<file path="src/dnsle_pkg.sv">
// dnsle_pkg: constants, command and status types shared by the label encoder
// modules. No dependencies; compiled first.
`default_nettype none

package dnsle_pkg;

  // label buffer geometry
  localparam int LABEL_MAX   = 62;
  localparam int CNT_W       = 6;
  localparam int ADDR_W      = CNT_W + 1;
  localparam int RAM_DEPTH   = 2 ** ADDR_W;
  localparam int QUEUE_DEPTH = 2;

  // special characters
  localparam logic [7:0] CH_DOT = 8'd46;
  localparam logic [7:0] CH_END = 8'd0;

  // what the back end has to emit for one queued command
  typedef enum logic [1:0] {
    CMD_TERM       = 2'd0,
    CMD_FLUSH      = 2'd1,
    CMD_FLUSH_TERM = 2'd2
  } cmd_kind_t;

  typedef struct packed {
    cmd_kind_t          kind;
    logic [CNT_W-1:0]   count;
    logic               bank;
    logic               ovf;
  } cmd_t;

  typedef struct packed {
    logic valid;
    cmd_t cmd;
  } push_t;

  // back end hands a label bank back to the front end
  typedef struct packed {
    logic valid;
    logic bank;
  } release_t;

  typedef struct packed {
    logic              we;
    logic [ADDR_W-1:0] addr;
    logic [7:0]        data;
  } ram_wr_t;

endpackage

`default_nettype wire

</file>
<file path="src/dnsle_if.sv">
// dnsle_if: valid/ready channel interfaces for name characters and wire bytes.
// No dependencies.
`default_nettype none

interface byte_in_if;
  logic       valid;
  logic       ready;
  logic [7:0] in_byte;

  modport source (output valid, output in_byte, input ready);
  modport sink   (input valid, input in_byte, output ready);
endinterface

interface enc_out_if;
  logic       valid;
  logic       ready;
  logic [7:0] out_byte;
  logic       last;
  logic       too_long;

  modport source (output valid, output out_byte, output last, output too_long, input ready);
  modport sink   (input valid, input out_byte, input last, input too_long, output ready);
endinterface

`default_nettype wire

</file>
<file path="src/dnsle_ram.sv">
// dnsle_ram: generic single write port, single read port RAM, registered read.
// No dependencies.
`default_nettype none

module dnsle_ram #(
  parameter int WIDTH = 8,
  parameter int DEPTH = 128,
  localparam int AW   = $clog2(DEPTH)
) (
  input  wire logic             clk,
  input  wire logic             we,
  input  wire logic [AW-1:0]    waddr,
  input  wire logic [WIDTH-1:0] wdata,
  input  wire logic [AW-1:0]    raddr,
  output logic      [WIDTH-1:0] rdata
);

  logic [WIDTH-1:0] mem [DEPTH];

  // write port and registered read port
  always_ff @(posedge clk) begin
    if (we) begin
      mem[waddr] <= wdata;
    end
    rdata <= mem[raddr];
  end

endmodule

`default_nettype wire

</file>
<file path="src/dnsle_front.sv">
// dnsle_front: accepts name characters, buffers labels into two RAM banks and
// queues emit commands. Depends on dnsle_pkg and dnsle_if.
`default_nettype none

module dnsle_front (
  input  wire logic                clk,
  input  wire logic                rst,
  byte_in_if.sink                  name_in,
  output dnsle_pkg::push_t         push,
  input  wire logic                q_full,
  input  wire dnsle_pkg::release_t rel,
  output dnsle_pkg::ram_wr_t       wr
);
  import dnsle_pkg::*;

  logic [CNT_W-1:0] count, count_next;
  logic             wbank, wbank_next;
  logic             closed, closed_next;
  logic             overflow, overflow_next;
  logic [1:0]       busy, busy_next;
  logic             ready;
  logic             is_dot, is_end;

  assign is_dot = (name_in.in_byte == CH_DOT);
  assign is_end = (name_in.in_byte == CH_END);
  assign name_in.ready = ready;

  // classify the incoming character
  always_comb begin
    count_next    = count;
    wbank_next    = wbank;
    closed_next   = closed;
    overflow_next = overflow;
    busy_next     = busy;
    if (rel.valid) begin
      busy_next[rel.bank] = 1'b0;
    end
    ready    = 1'b0;
    push     = '0;
    wr       = '0;
    push.cmd.kind = CMD_TERM;

    if (closed) begin
      // waiting for the end of a cut-short name
      ready = 1'b1;
      if (name_in.valid && is_end) begin
        closed_next = 1'b0;
      end
    end else if (is_dot || is_end) begin
      ready = !q_full;
      if (name_in.valid && ready) begin
        push.valid     = 1'b1;
        push.cmd.ovf   = overflow;
        push.cmd.bank  = wbank;
        push.cmd.count = count;
        if (count == '0) begin
          push.cmd.kind = CMD_TERM;
          if (is_dot) begin
            closed_next = 1'b1;
          end
        end else begin
          push.cmd.kind    = is_dot ? CMD_FLUSH : CMD_FLUSH_TERM;
          busy_next[wbank] = 1'b1;
          wbank_next       = ~wbank;
          count_next       = '0;
        end
      end
    end else if (count < CNT_W'(LABEL_MAX)) begin
      // ordinary character into the current bank
      ready = !busy[wbank];
      if (name_in.valid && ready) begin
        wr.we      = 1'b1;
        wr.addr    = {wbank, count};
        wr.data    = name_in.in_byte;
        count_next = count + CNT_W'(1);
      end
    end else begin
      // label full: drop and flag
      ready = 1'b1;
      if (name_in.valid) begin
        overflow_next = 1'b1;
      end
    end
  end

  always_ff @(posedge clk) begin
    if (rst) begin
      count    <= '0;
      wbank    <= 1'b0;
      closed   <= 1'b0;
      overflow <= 1'b0;
      busy     <= '0;
    end else begin
      count    <= count_next;
      wbank    <= wbank_next;
      closed   <= closed_next;
      overflow <= overflow_next;
      busy     <= busy_next;
    end
  end

endmodule

`default_nettype wire

</file>
<file path="src/dnsle_cmd_queue.sv">
// dnsle_cmd_queue: short command queue between front and back end.
// Depends on dnsle_pkg.
`default_nettype none

module dnsle_cmd_queue (
  input  wire logic             clk,
  input  wire logic             rst,
  input  wire dnsle_pkg::push_t push,
  output logic                  full,
  input  wire logic             pop,
  output dnsle_pkg::cmd_t       head,
  output logic                  not_empty
);
  import dnsle_pkg::*;

  localparam int PTR_W = (QUEUE_DEPTH > 1) ? $clog2(QUEUE_DEPTH) : 1;
  localparam int CNT_QW = $clog2(QUEUE_DEPTH + 1);

  cmd_t              entries [QUEUE_DEPTH];
  logic [PTR_W-1:0]  wptr, rptr;
  logic [CNT_QW-1:0] fill;
  logic              do_push, do_pop;

  assign full      = (fill == CNT_QW'(QUEUE_DEPTH));
  assign not_empty = (fill != '0);
  assign head      = entries[rptr];
  assign do_push   = push.valid && !full;
  assign do_pop    = pop && not_empty;

  // storage
  always_ff @(posedge clk) begin
    if (do_push) begin
      entries[wptr] <= push.cmd;
    end
  end

  // pointers and fill level
  always_ff @(posedge clk) begin
    if (rst) begin
      wptr <= '0;
      rptr <= '0;
      fill <= '0;
    end else begin
      if (do_push) begin
        wptr <= (wptr == PTR_W'(QUEUE_DEPTH - 1)) ? '0 : wptr + PTR_W'(1);
      end
      if (do_pop) begin
        rptr <= (rptr == PTR_W'(QUEUE_DEPTH - 1)) ? '0 : rptr + PTR_W'(1);
      end
      if (do_push && !do_pop) begin
        fill <= fill + CNT_QW'(1);
      end else if (do_pop && !do_push) begin
        fill <= fill - CNT_QW'(1);
      end
    end
  end

endmodule

`default_nettype wire

</file>
<file path="src/dnsle_back.sv">
// dnsle_back: executes queued commands, reading label bytes from RAM and
// driving the output register. Depends on dnsle_pkg and dnsle_if.
`default_nettype none

module dnsle_back (
  input  wire logic                  clk,
  input  wire logic                  rst,
  input  wire dnsle_pkg::cmd_t       head,
  input  wire logic                  not_empty,
  output logic                       pop,
  output dnsle_pkg::release_t        rel,
  output logic [dnsle_pkg::ADDR_W-1:0] raddr,
  input  wire logic [7:0]            rdata,
  enc_out_if.source                  wire_out
);
  import dnsle_pkg::*;

  typedef enum logic [3:0] {
    B_IDLE = 4'b0001,
    B_LEN  = 4'b0010,
    B_DATA = 4'b0100,
    B_TERM = 4'b1000
  } back_state_t;

  back_state_t      state, state_next;
  cmd_t             cur, cur_next;
  logic [CNT_W-1:0] idx, idx_next;
  logic             slot_free;
  logic             load;
  logic [7:0]       load_byte;
  logic             load_last;
  logic             out_valid;
  logic [7:0]       out_byte;
  logic             out_last;
  logic             out_ovf;

  assign slot_free = !out_valid || wire_out.ready;

  // sequencer over one command
  always_comb begin
    state_next = state;
    cur_next   = cur;
    idx_next   = idx;
    pop        = 1'b0;
    rel        = '0;
    load       = 1'b0;
    load_byte  = '0;
    load_last  = 1'b0;
    case (state)
      B_IDLE: begin
        if (not_empty) begin
          pop        = 1'b1;
          cur_next   = head;
          idx_next   = '0;
          state_next = (head.kind == CMD_TERM) ? B_TERM : B_LEN;
        end
      end
      B_LEN: begin
        if (slot_free) begin
          load       = 1'b1;
          load_byte  = 8'(cur.count);
          state_next = B_DATA;
        end
      end
      B_DATA: begin
        if (slot_free) begin
          load      = 1'b1;
          load_byte = rdata;
          if (idx == cur.count - CNT_W'(1)) begin
            rel.valid  = 1'b1;
            rel.bank   = cur.bank;
            state_next = (cur.kind == CMD_FLUSH_TERM) ? B_TERM : B_IDLE;
          end else begin
            idx_next = idx + CNT_W'(1);
          end
        end
      end
      B_TERM: begin
        if (slot_free) begin
          load       = 1'b1;
          load_byte  = CH_END;
          load_last  = 1'b1;
          state_next = B_IDLE;
        end
      end
      default: begin
        state_next = B_IDLE;
      end
    endcase
  end

  // read address follows the next index so the registered read data lines up with idx
  assign raddr = {cur_next.bank, idx_next};

  always_ff @(posedge clk) begin
    if (rst) begin
      state <= B_IDLE;
    end else begin
      state <= state_next;
    end
  end

  always_ff @(posedge clk) begin
    cur <= cur_next;
    idx <= idx_next;
  end

  // output register
  always_ff @(posedge clk) begin
    if (rst) begin
      out_valid <= 1'b0;
    end else if (load) begin
      out_valid <= 1'b1;
    end else if (wire_out.ready) begin
      out_valid <= 1'b0;
    end
  end

  always_ff @(posedge clk) begin
    if (load) begin
      out_byte <= load_byte;
      out_last <= load_last;
      out_ovf  <= cur.ovf;
    end
  end

  assign wire_out.valid    = out_valid;
  assign wire_out.out_byte = out_byte;
  assign wire_out.last     = out_last;
  assign wire_out.too_long = out_ovf;

  // checks
  a_last_is_zero: assert property (@(posedge clk) disable iff (rst)
    wire_out.valid && wire_out.last |-> wire_out.out_byte == '0)
    else $error("terminator byte not zero");

  a_idx_in_label: assert property (@(posedge clk) disable iff (rst)
    state == B_DATA |-> idx < cur.count)
    else $error("label index past label length");

  a_release_on_last: assert property (@(posedge clk) disable iff (rst)
    rel.valid |-> state == B_DATA && slot_free)
    else $error("bank released outside data emission");

  a_pop_leaves_idle: assert property (@(posedge clk) disable iff (rst)
    pop |=> state != B_IDLE)
    else $error("command popped but sequencer stayed idle");

endmodule

`default_nettype wire

</file>
<file path="src/dns_name_label_encoder.sv">
// dns_name_label_encoder: top level, dotted name in, length-prefixed labels out.
// Depends on dnsle_pkg, dnsle_if, dnsle_ram, dnsle_front, dnsle_cmd_queue,
// dnsle_back.
//
//   channel    dir   handshake     payload
//   name_in    in    valid/ready   in_byte[7:0]
//   wire_out   out   valid/ready   out_byte[7:0], last, too_long
//
// A name character is taken while ready is high; a label of n characters
// leaves as n+1 bytes, one per cycle while wire_out is ready, and the
// terminator as one more; the back end takes each command off the queue in
// its idle state, emitting no byte; all bytes pass the single output register.
// Two label banks in RAM let the next label fill while the previous drains;
// a character waits while its bank still drains, a dot or end byte while the
// queue is full. Reset is synchronous; the label RAM needs no clearing pass.
// Output stalls back up through a two-entry command queue to name_in.
`default_nettype none

module dns_name_label_encoder (
  input  wire logic clk,
  input  wire logic rst,
  byte_in_if.sink   name_in,
  enc_out_if.source wire_out
);
  import dnsle_pkg::*;

  push_t             push;
  logic              q_full;
  logic              pop;
  cmd_t              head;
  logic              not_empty;
  release_t          rel;
  ram_wr_t           wr;
  logic [ADDR_W-1:0] raddr;
  logic [7:0]        rdata;

  dnsle_front u_front (
    .clk     (clk),
    .rst     (rst),
    .name_in (name_in),
    .push    (push),
    .q_full  (q_full),
    .rel     (rel),
    .wr      (wr)
  );

  dnsle_cmd_queue u_queue (
    .clk       (clk),
    .rst       (rst),
    .push      (push),
    .full      (q_full),
    .pop       (pop),
    .head      (head),
    .not_empty (not_empty)
  );

  dnsle_ram #(
    .WIDTH (8),
    .DEPTH (RAM_DEPTH)
  ) u_label_ram (
    .clk   (clk),
    .we    (wr.we),
    .waddr (wr.addr),
    .wdata (wr.data),
    .raddr (raddr),
    .rdata (rdata)
  );

  dnsle_back u_back (
    .clk       (clk),
    .rst       (rst),
    .head      (head),
    .not_empty (not_empty),
    .pop       (pop),
    .rel       (rel),
    .raddr     (raddr),
    .rdata     (rdata),
    .wire_out  (wire_out)
  );

endmodule

`default_nettype wire

</file>
<file path="src/flat_wrapper.sv">
// flat-port wrapper written by rule: the top's interface ports become plain ports
module dns_name_label_encoder_flat import dnsle_pkg::*;
  (clk, rst, name_in_valid, name_in_in_byte, name_in_ready, wire_out_valid, wire_out_out_byte, wire_out_last, wire_out_too_long, wire_out_ready);
  byte_in_if name_in_i ();
  enc_out_if wire_out_i ();
  input  wire logic clk;
  input  wire logic rst;
  input wire logic [$bits(name_in_i.valid)-1:0] name_in_valid;
  input wire logic [$bits(name_in_i.in_byte)-1:0] name_in_in_byte;
  output wire logic [$bits(name_in_i.ready)-1:0] name_in_ready;
  output wire logic [$bits(wire_out_i.valid)-1:0] wire_out_valid;
  output wire logic [$bits(wire_out_i.out_byte)-1:0] wire_out_out_byte;
  output wire logic [$bits(wire_out_i.last)-1:0] wire_out_last;
  output wire logic [$bits(wire_out_i.too_long)-1:0] wire_out_too_long;
  input wire logic [$bits(wire_out_i.ready)-1:0] wire_out_ready;
  assign name_in_i.valid = name_in_valid;
  assign name_in_i.in_byte = name_in_in_byte;
  assign name_in_ready = name_in_i.ready;
  assign wire_out_valid = wire_out_i.valid;
  assign wire_out_out_byte = wire_out_i.out_byte;
  assign wire_out_last = wire_out_i.last;
  assign wire_out_too_long = wire_out_i.too_long;
  assign wire_out_i.ready = wire_out_ready;
  dns_name_label_encoder u_core (.clk(clk), .rst(rst), .name_in(name_in_i), .wire_out(wire_out_i));
endmodule
</file>
<file path="config.mk">
export PLATFORM = sky130hd
export DESIGN_NAME = dns_name_label_encoder_flat
export DESIGN_NICKNAME = d
export VERILOG_FILES = /design/src/dnsle_pkg.sv /design/src/dnsle_if.sv /design/src/dnsle_ram.sv /design/src/dnsle_front.sv /design/src/dnsle_cmd_queue.sv /design/src/dnsle_back.sv /design/src/dns_name_label_encoder.sv /design/src/flat_wrapper.sv
export SDC_FILE = /design/constraint.sdc
export NUM_CORES = 2
export LEC_CHECK = 0
export ABC_AREA = 1
export BUFFER_PORTS_ARGS = -buffer_cell sky130_fd_sc_hd__buf_2
export CORE_UTILIZATION = 40
export DETAILED_ROUTE_END_ITERATION = 12
export GPL_TIMING_DRIVEN = 0
export SYNTH_ARGS = -nofsm -noshare
export SYNTH_HDL_FRONTEND = slang
export SYNTH_SLANG_ARGS = --single-unit
</file>
<file path="constraint.sdc">
create_clock -name clk -period 7.2 [get_ports clk]
set_input_delay 0.72 -clock clk [delete_from_list [all_inputs] [get_ports clk]]
set_output_delay 0.72 -clock clk [all_outputs]
set_load 0.01 [all_outputs]
</file>
# Yosys cells after proc, flatten, opt, wreduce, memory -nomap -nowiden
# Memory sizes are Yosys's and may differ from the RTL's. A register that Yosys moved wholly into a read port is not among the register bits.
# Cells that the tools add are included.
word_totals:
  ramBits: 1044
  elab_cells: 155
  inputBits: 12
  regBits: 46
  output_inout_bits: 12
  n_memories: 2
classes:
  eq_ne: 15
  n_bitwise: 8
  n_lt_le_gt_ge: 5
  muxes: 70
  n_addsub: 7
  n_reduce_logical: 30
memory_table:
  columns: ["name", "depth", "word_bits", "read_ports", "rd_ports_with_merged_regs", "wr", "line", "source"]
  rows:
  - ["u_core.u_label_ram.mem", 128, 8, 1, 1, 1, "dnsle_ram.sv:18", "logic [WIDTH-1:0] mem [DEPTH];"]
  - ["u_core.u_queue.entries", 2, 10, 1, 1, 1, "dnsle_cmd_queue.sv:19", "cmd_t entries [QUEUE_DEPTH];"]
ops:
  columns: ["operator", "count"]
  rows:
  - ["$mux 16", 4]
  - ["$mux 6", 9]
  - ["$mux 11", 3]
  - ["$mux 2", 14]
  - ["$mux 4", 7]
  - ["$mux 1", 27]
  - ["$pmux 4 s4", 1]
  - ["$pmux 8 s2", 1]
  - ["$add 6x1->6 const B", 2]
  - ["$pmux 6 s2", 1]
  - ["$ne 2x2->1 const B", 5]
  - ["$reduce_and 5->1", 2]
  - ["$reduce_bool 2->1", 5]
  - ["$logic_and 1x1->1", 9]
  - ["$eq 8x6->1 const B", 1]
  - ["$logic_not 8->1", 1]
  - ["$mux 8", 1]
  - ["$reduce_and 4->1", 2]
  - ["$eq 6x6->1", 1]
  - ["$logic_not 6->1", 1]
  - ["$lt 6x6->1 const B", 1]
  - ["$sub 6x1->6 const B", 1]
  - ["$logic_not 1->1", 5]
  - ["$not 1->1", 5]
  - ["other kinds (19)", 26]

# Logic depth before layout (Yosys ltp)
depth:
  word_depth: 17
  depth_mapped: 27
  ltp_nobuf: 25

# Modules after synthesis
# Synthesis repeated with hierarchy kept, for this count alone.
hier_totals:
  hier_cells: 3992
  area_unflattened_um2: 45591.2
by_module_without_submodules:
  columns: ["module", "area_per_inst_um2", "cells_per_inst", "seq_area_each_um2", "n_inst"]
  rows:
  - ["dnsle_ram", 42104.1, 3575, 30909.6, 1]
  - ["dnsle_back", 1605.3, 204, 810.8, 1]
  - ["dnsle_cmd_queue", 969.7, 68, 700.7, 1]
  - ["dnsle_front", 912.1, 145, 220.2, 1]

# Worst setup path after synthesis
# Ideal clock, no wire load.
synth_path:
  path_type: "input port to flip-flop"
  from: "input port name_in_in_byte[3]"
  to: "memory u_core.u_label_ram.mem[0][0] (data pin)"
  t_arrival_ns: 5.129
  n_path_buf: 1
  cell_stages: 11
  setup_slack_ns: 1.273
  setup_time_ns: 0.798
  t_required_ns: 6.402
  cell_sequence: "inv_1 -> nor4_1 -> and3_1 -> nor2_1 -> inv_1 -> nand2_1 -> nand4_1 -> nor2_1 -> inv_2 -> clkbuf_1 -> nor2_1"
synth_lines:
  columns: ["item", "line", "source"]
  rows:
  - ["from (decl)", "flat_wrapper.sv:9", "input wire logic [$bits(name_in_i.in_byte)-1:0] name_in_in_byte;"]
  - ["to (decl)", "dnsle_ram.sv:18", null]

# Final worst setup path
layout_path:
  from: "register u_core.u_back.cur[2] in the netlist's numbering"
  to: "register u_core.u_label_ram.rdata[7], read port of u_core.u_label_ram.mem"
layout_via:
  elab_chain_len: 5
layout_rtl:
  columns: ["item", "line", "source"]
  rows:
  - ["from (decl)", "dnsle_back.sv:26", "cmd_t cur, cur_next;"]
  - ["from (signal assigned)", "dnsle_back.sv:104", "cur <= cur_next;"]
  - ["$sub 6x1->6", "dnsle_back.sv:69", "if (idx == cur.count - CNT_W'(1)) begin"]
  - ["$eq 6x6->1", "dnsle_back.sv:69", null]
  - ["$mux 6", "dnsle_back.sv:69", null]
  - ["$mux 6", "dnsle_back.sv:66", "if (slot_free) begin"]
  - ["$pmux 6 s2", "dnsle_back.sv:49", "case (state)"]
  - ["to (decl)", "dnsle_ram.sv:15", "output logic [WIDTH-1:0] rdata"]
# No other way between the ends.
# A chain may end at the register's enable or synchronous reset.

==> run_results.csv <==
group,metric,value,unit
cts,cts_max_level,3,
placement,place_area,0.05176,mm^2
logic_synthesis,synth-xor-area-share,0.01797,%
die,die_h,351.1,um
drt,ant_nets,0,
timing,fin_crit_sh,70.38,%
global_routing,grt_pass1_vias,32460,
pwr,clkPwrFrac,32.6,%
drt,post_drt_wl_per_cell,23.68,um
global_routing,met2_usage,38.92,%
worst_setup_path,start_kind,"register",
worst_setup_path,end_kind,"register",
global_routing,grt.total_usage,24.85,%
logic_synthesis,synth-simple-area-share,24.15,%
drt,via_count,34410,
die,ios,24,
cts,cts_sinks,1099,
layout,stdcell_count,6475,
timing,fin_skew,0.03359,ns
placement,dpl_worst_slack,1.725,ns
cts,cts_buffer_depth,3,
drt,drc,0,
worst_setup_path,critPathRequiredTime,7.77,ns
pwr,seqPwrFrac,37.0,%
placement,gp_congestion,0.9655,
layout,area_growth,14.34,%
global_routing,grt_max_degree,39,
pwr,leakage,21.62,nW
global_routing,grt_pass1_wl,221.1,mm
die,start_util,40.47,%
layout,drive_above_1_share,9.255,%
logic_synthesis,ys_seq_area_share,66.96,%
layout,final_common_cell,"edfxtp_1",
timing,worst_slack,2.133,ns
flow_run,cap_violations,0,
worst_setup_path,crit_slowest_cell,"clkbuf_1",
timing,maxSlewViolCount,0,
drt,first_pass_iters,6,
cts,cts_setup_buffers,0,
pwr,switching_share,35.84,%
placement,place_inst,6256,
placement,port_buffers,22,
global_routing,use_met1,33.92,%
worst_setup_path,crit_type,"register to register",
cts,post_cts_resized,0,
timing,setup_violations,0,
drt,via_per_inst,5.315,
min_path,hp-class,"primary input to register",
global_routing,antenna_found_initial,4,
cts,cts_root_buffer,"clkbuf_16",
worst_setup_path,cp_data_arrival_time,5.64,ns
timing,fmax,197.3,MHz
worst_setup_path,cp_cell_sequence,"inv_1 -> ha_1 -> inv_1 -> nand2_1 -> nand2_1 -> nor2_1 -> nand2_1 -> nor2_1 -> nand3_2 -> nand4_1 -> nand3_1 -> nand2_1 -> o21ai_0 -> inv_1 -> buf_2 -> clkbuf_1 -> nand3_1 -> nand3_1 -> nand3_1 -> nand3_1 -> nand2_1 -> nand2_1 -> nand2_1",
timing,worst_slew_pin_slew,1.373,ns
die,rows,127,
pwr,power_frac_comb,30.4,%
logic_synthesis,synth-edff-count,1063,
global_routing,grt-busiest-layer,"met2",
layout,nNetsFinal,4779,
pwr,vdd_drop_max,0.2428,mV
placement,post-dp-hpwl,106.4,mm
logic_synthesis,synth_compound_area_share,0.7598,%
die,coreArea,0.1204,mm^2
layout,regArea,0.03264,mm^2
logic_synthesis,netlist_area,0.04875,mm^2
layout,n_fill_cell,11300,
die,die_area,0.1233,mm^2
cts,path_clk_slew,0.06,ns
logic_synthesis,async_reset_ff_share,0,%
cts,numCtsBuffers,116,
layout,finalInstanceArea,0.05574,mm^2
logic_synthesis,synth.distinct_cells,40,
timing,final_hold_viol_count,0,
run_status,status,"complete, no violations",
layout,most-common-layout-cells,"1063 x edfxtp_1, 1012 x nand3_1, 910 x nand2_1",
drt,drt_wl_total,153.3,mm
logic_synthesis,muxShareOfSynthArea,0.04107,%
timing,period_needed,5.067,ns
pwr,p_int,12.41,mW
pwr,switchingPower,6.933,mW
cts,cts_tree,"yes",
cts,postCtsHoldBufs,0,
worst_setup_path,critPathMaxStageDelay,0.88,ns
logic_synthesis,synthFlopType,"edfxtp_1",
logic_synthesis,synth_seq_cells,1099,
logic_synthesis,avgSynthCellArea,10.70,um^2
logic_synthesis,synthCells,4557,
global_routing,grt_use_met3,4.585,%
timing,rsz0062_at_grt,"false",
logic_synthesis,synth_top_family_by_area,"simple AND/OR/NAND/NOR gates",
pwr,powerDensity,347.0,mW/mm^2
timing,maxSlewHeadroom,8.473,%
drt,drt_iter0_drc,4442,
worst_setup_path,crit_fanout,10,
logic_synthesis,synth_fa_ha_area_share,0.1283,%
die,die_w,351.1,um
cts,insertion_delay,0.72,ns
layout,multi_input_area,0.01242,mm^2
logic_synthesis,yosys_warnings,0,
worst_setup_path,crit_top_cell,"nand2_1",
global_routing,grt_overflow,0,
-- final cells by class --
cell class                 instances  area share [%]
antenna                            1        0.004490
buffer                           271           2.521
sequential                      1099           58.56
inverter                         657           4.424
clock inverter                    80           1.670
tap                             1612           3.619
clock buffer                     138           5.470
multi-input combinational       2561           22.28
timing repair buffer              56           1.450
-- metrics by stage --
stage / hold WS [ns] / utilization (%) / power [mW] / TNS (ns)
after floorplan: 0.4003 / - / 10.71 / 0
after global placement: 0.4395 / 42.33 / 12.95 / -5687.13
after detailed placement: 0.4474 / 42.97 / 13.00 / 0
after CTS: 0.2980 / 46.27 / 19.23 / 0
after global routing: 0.3319 / 46.27 / 19.99 / 0
final: 0.3244 / 46.28 / 19.34 / 0
-- sequential cells by signal, indices dropped and copies added (netlist names), 2 cells and up, named ones only --
| signal | count |
|---|---|
| u_core.u_label_ram.rdata | 8 |
| u_core.u_back.state | 4 |
| u_core.u_front.busy | 2 |
| u_core.u_front.count | 6 |
| u_core.u_label_ram.mem | 1024 |
| u_core.u_back.wire_out.out_byte | 8 |
| u_core.u_queue.fill | 2 |
| u_core.u_back.cur | 10 |
| u_core.u_queue.entries | 20 |
| u_core.u_back.idx | 6 |
-- final timing paths --
kind	start	end	slack, ns	cells past startpoint
max reg2reg	u_core.u_back.cur[2]$_DFFE_PP_	u_core.u_label_ram.rdata[7]$_DFF_P_	2.13	23
max	u_core.u_back.cur[2]$_DFFE_PP_	u_core.u_label_ram.rdata[7]$_DFF_P_	2.13	23
min	name_in_valid	u_core.u_front.overflow$_SDFFE_PP0P_	0.32	3
min reg2reg	u_core.u_queue.rptr$_SDFFE_PP0P_	u_core.u_queue.rptr$_SDFFE_PP0P_	0.46	1
-- power by group through the flow --
stage	Clock, mW	Sequential [mW]	Combinational [mW]
global placement	0	7.35	5.60
finish	6.30	7.16	5.88
detailed placement	0	7.30	5.71
CTS	6.33	7.17	5.73
global route	6.58	7.17	6.24
floorplan	0	7.30	3.40
-- Yosys cell counts (2+ instances only) --
| master | instances | area, um^2 |
|---|---|---|
| or2_2 | 2 | 12.51 |
| clkinv_1 | 6 | 22.52 |
| a21oi_1 | 26 | 130.1 |
| nand4_1 | 6 | 37.54 |
| nand2_1 | 910 | 3416 |
| buf_2 | 149 | 745.7 |
| mux2i_1 | 2 | 20.02 |
| nand3_1 | 1012 | 5065 |
| inv_1 | 647 | 2429 |
| clkbuf_1 | 39 | 146.4 |
| nand2_4 | 2 | 22.52 |
| nand3b_1 | 321 | 2410 |
| o211ai_1 | 8 | 60.06 |
| inv_2 | 4 | 15.01 |
| o22ai_1 | 2 | 12.51 |
| dfxtp_1 | 36 | 720.7 |
| o21ai_2 | 2 | 17.52 |
| nor4_1 | 2 | 12.51 |
| buf_1 | 45 | 168.9 |
| ha_1 | 5 | 62.56 |
| buf_4 | 23 | 172.7 |
| nor2_2 | 2 | 12.51 |
| o21ai_0 | 21 | 105.1 |
| nor3_1 | 8 | 40.04 |
| buf_6 | 15 | 168.9 |
| nor2_1 | 186 | 698.2 |
| edfxtp_1 | 1063 | 31920 |
-- layer usage --
layer,up-vias,part of all wire [%]
li1,15850,-
met1,16640,42
met2,1593,45
met3,329,9.1
met4,8,4.4
met5,-,0.035
-- cell families after synthesis --
group	Yosys count
AND/OR/NAND/NOR	2456
other	1
AO/OA/AOI/OAI	65
adder cells (fa/ha/maj)	5
flip-flops	1099
buffers and inverters	928
XOR/XNOR	1
multiplexers	2
-- critical path: cells and delay by family (launching register included) --
kind / cells / cell delay, ns
AO/OA/AOI/OAI: 1 / 0.36
adder cells (fa/ha/maj): 1 / 0.33
buffers and inverters: 5 / 1.77
flip-flops: 1 / 0.47
AND/OR/NAND/NOR: 16 / 1.97
Power figures use the tool's default switching activity.
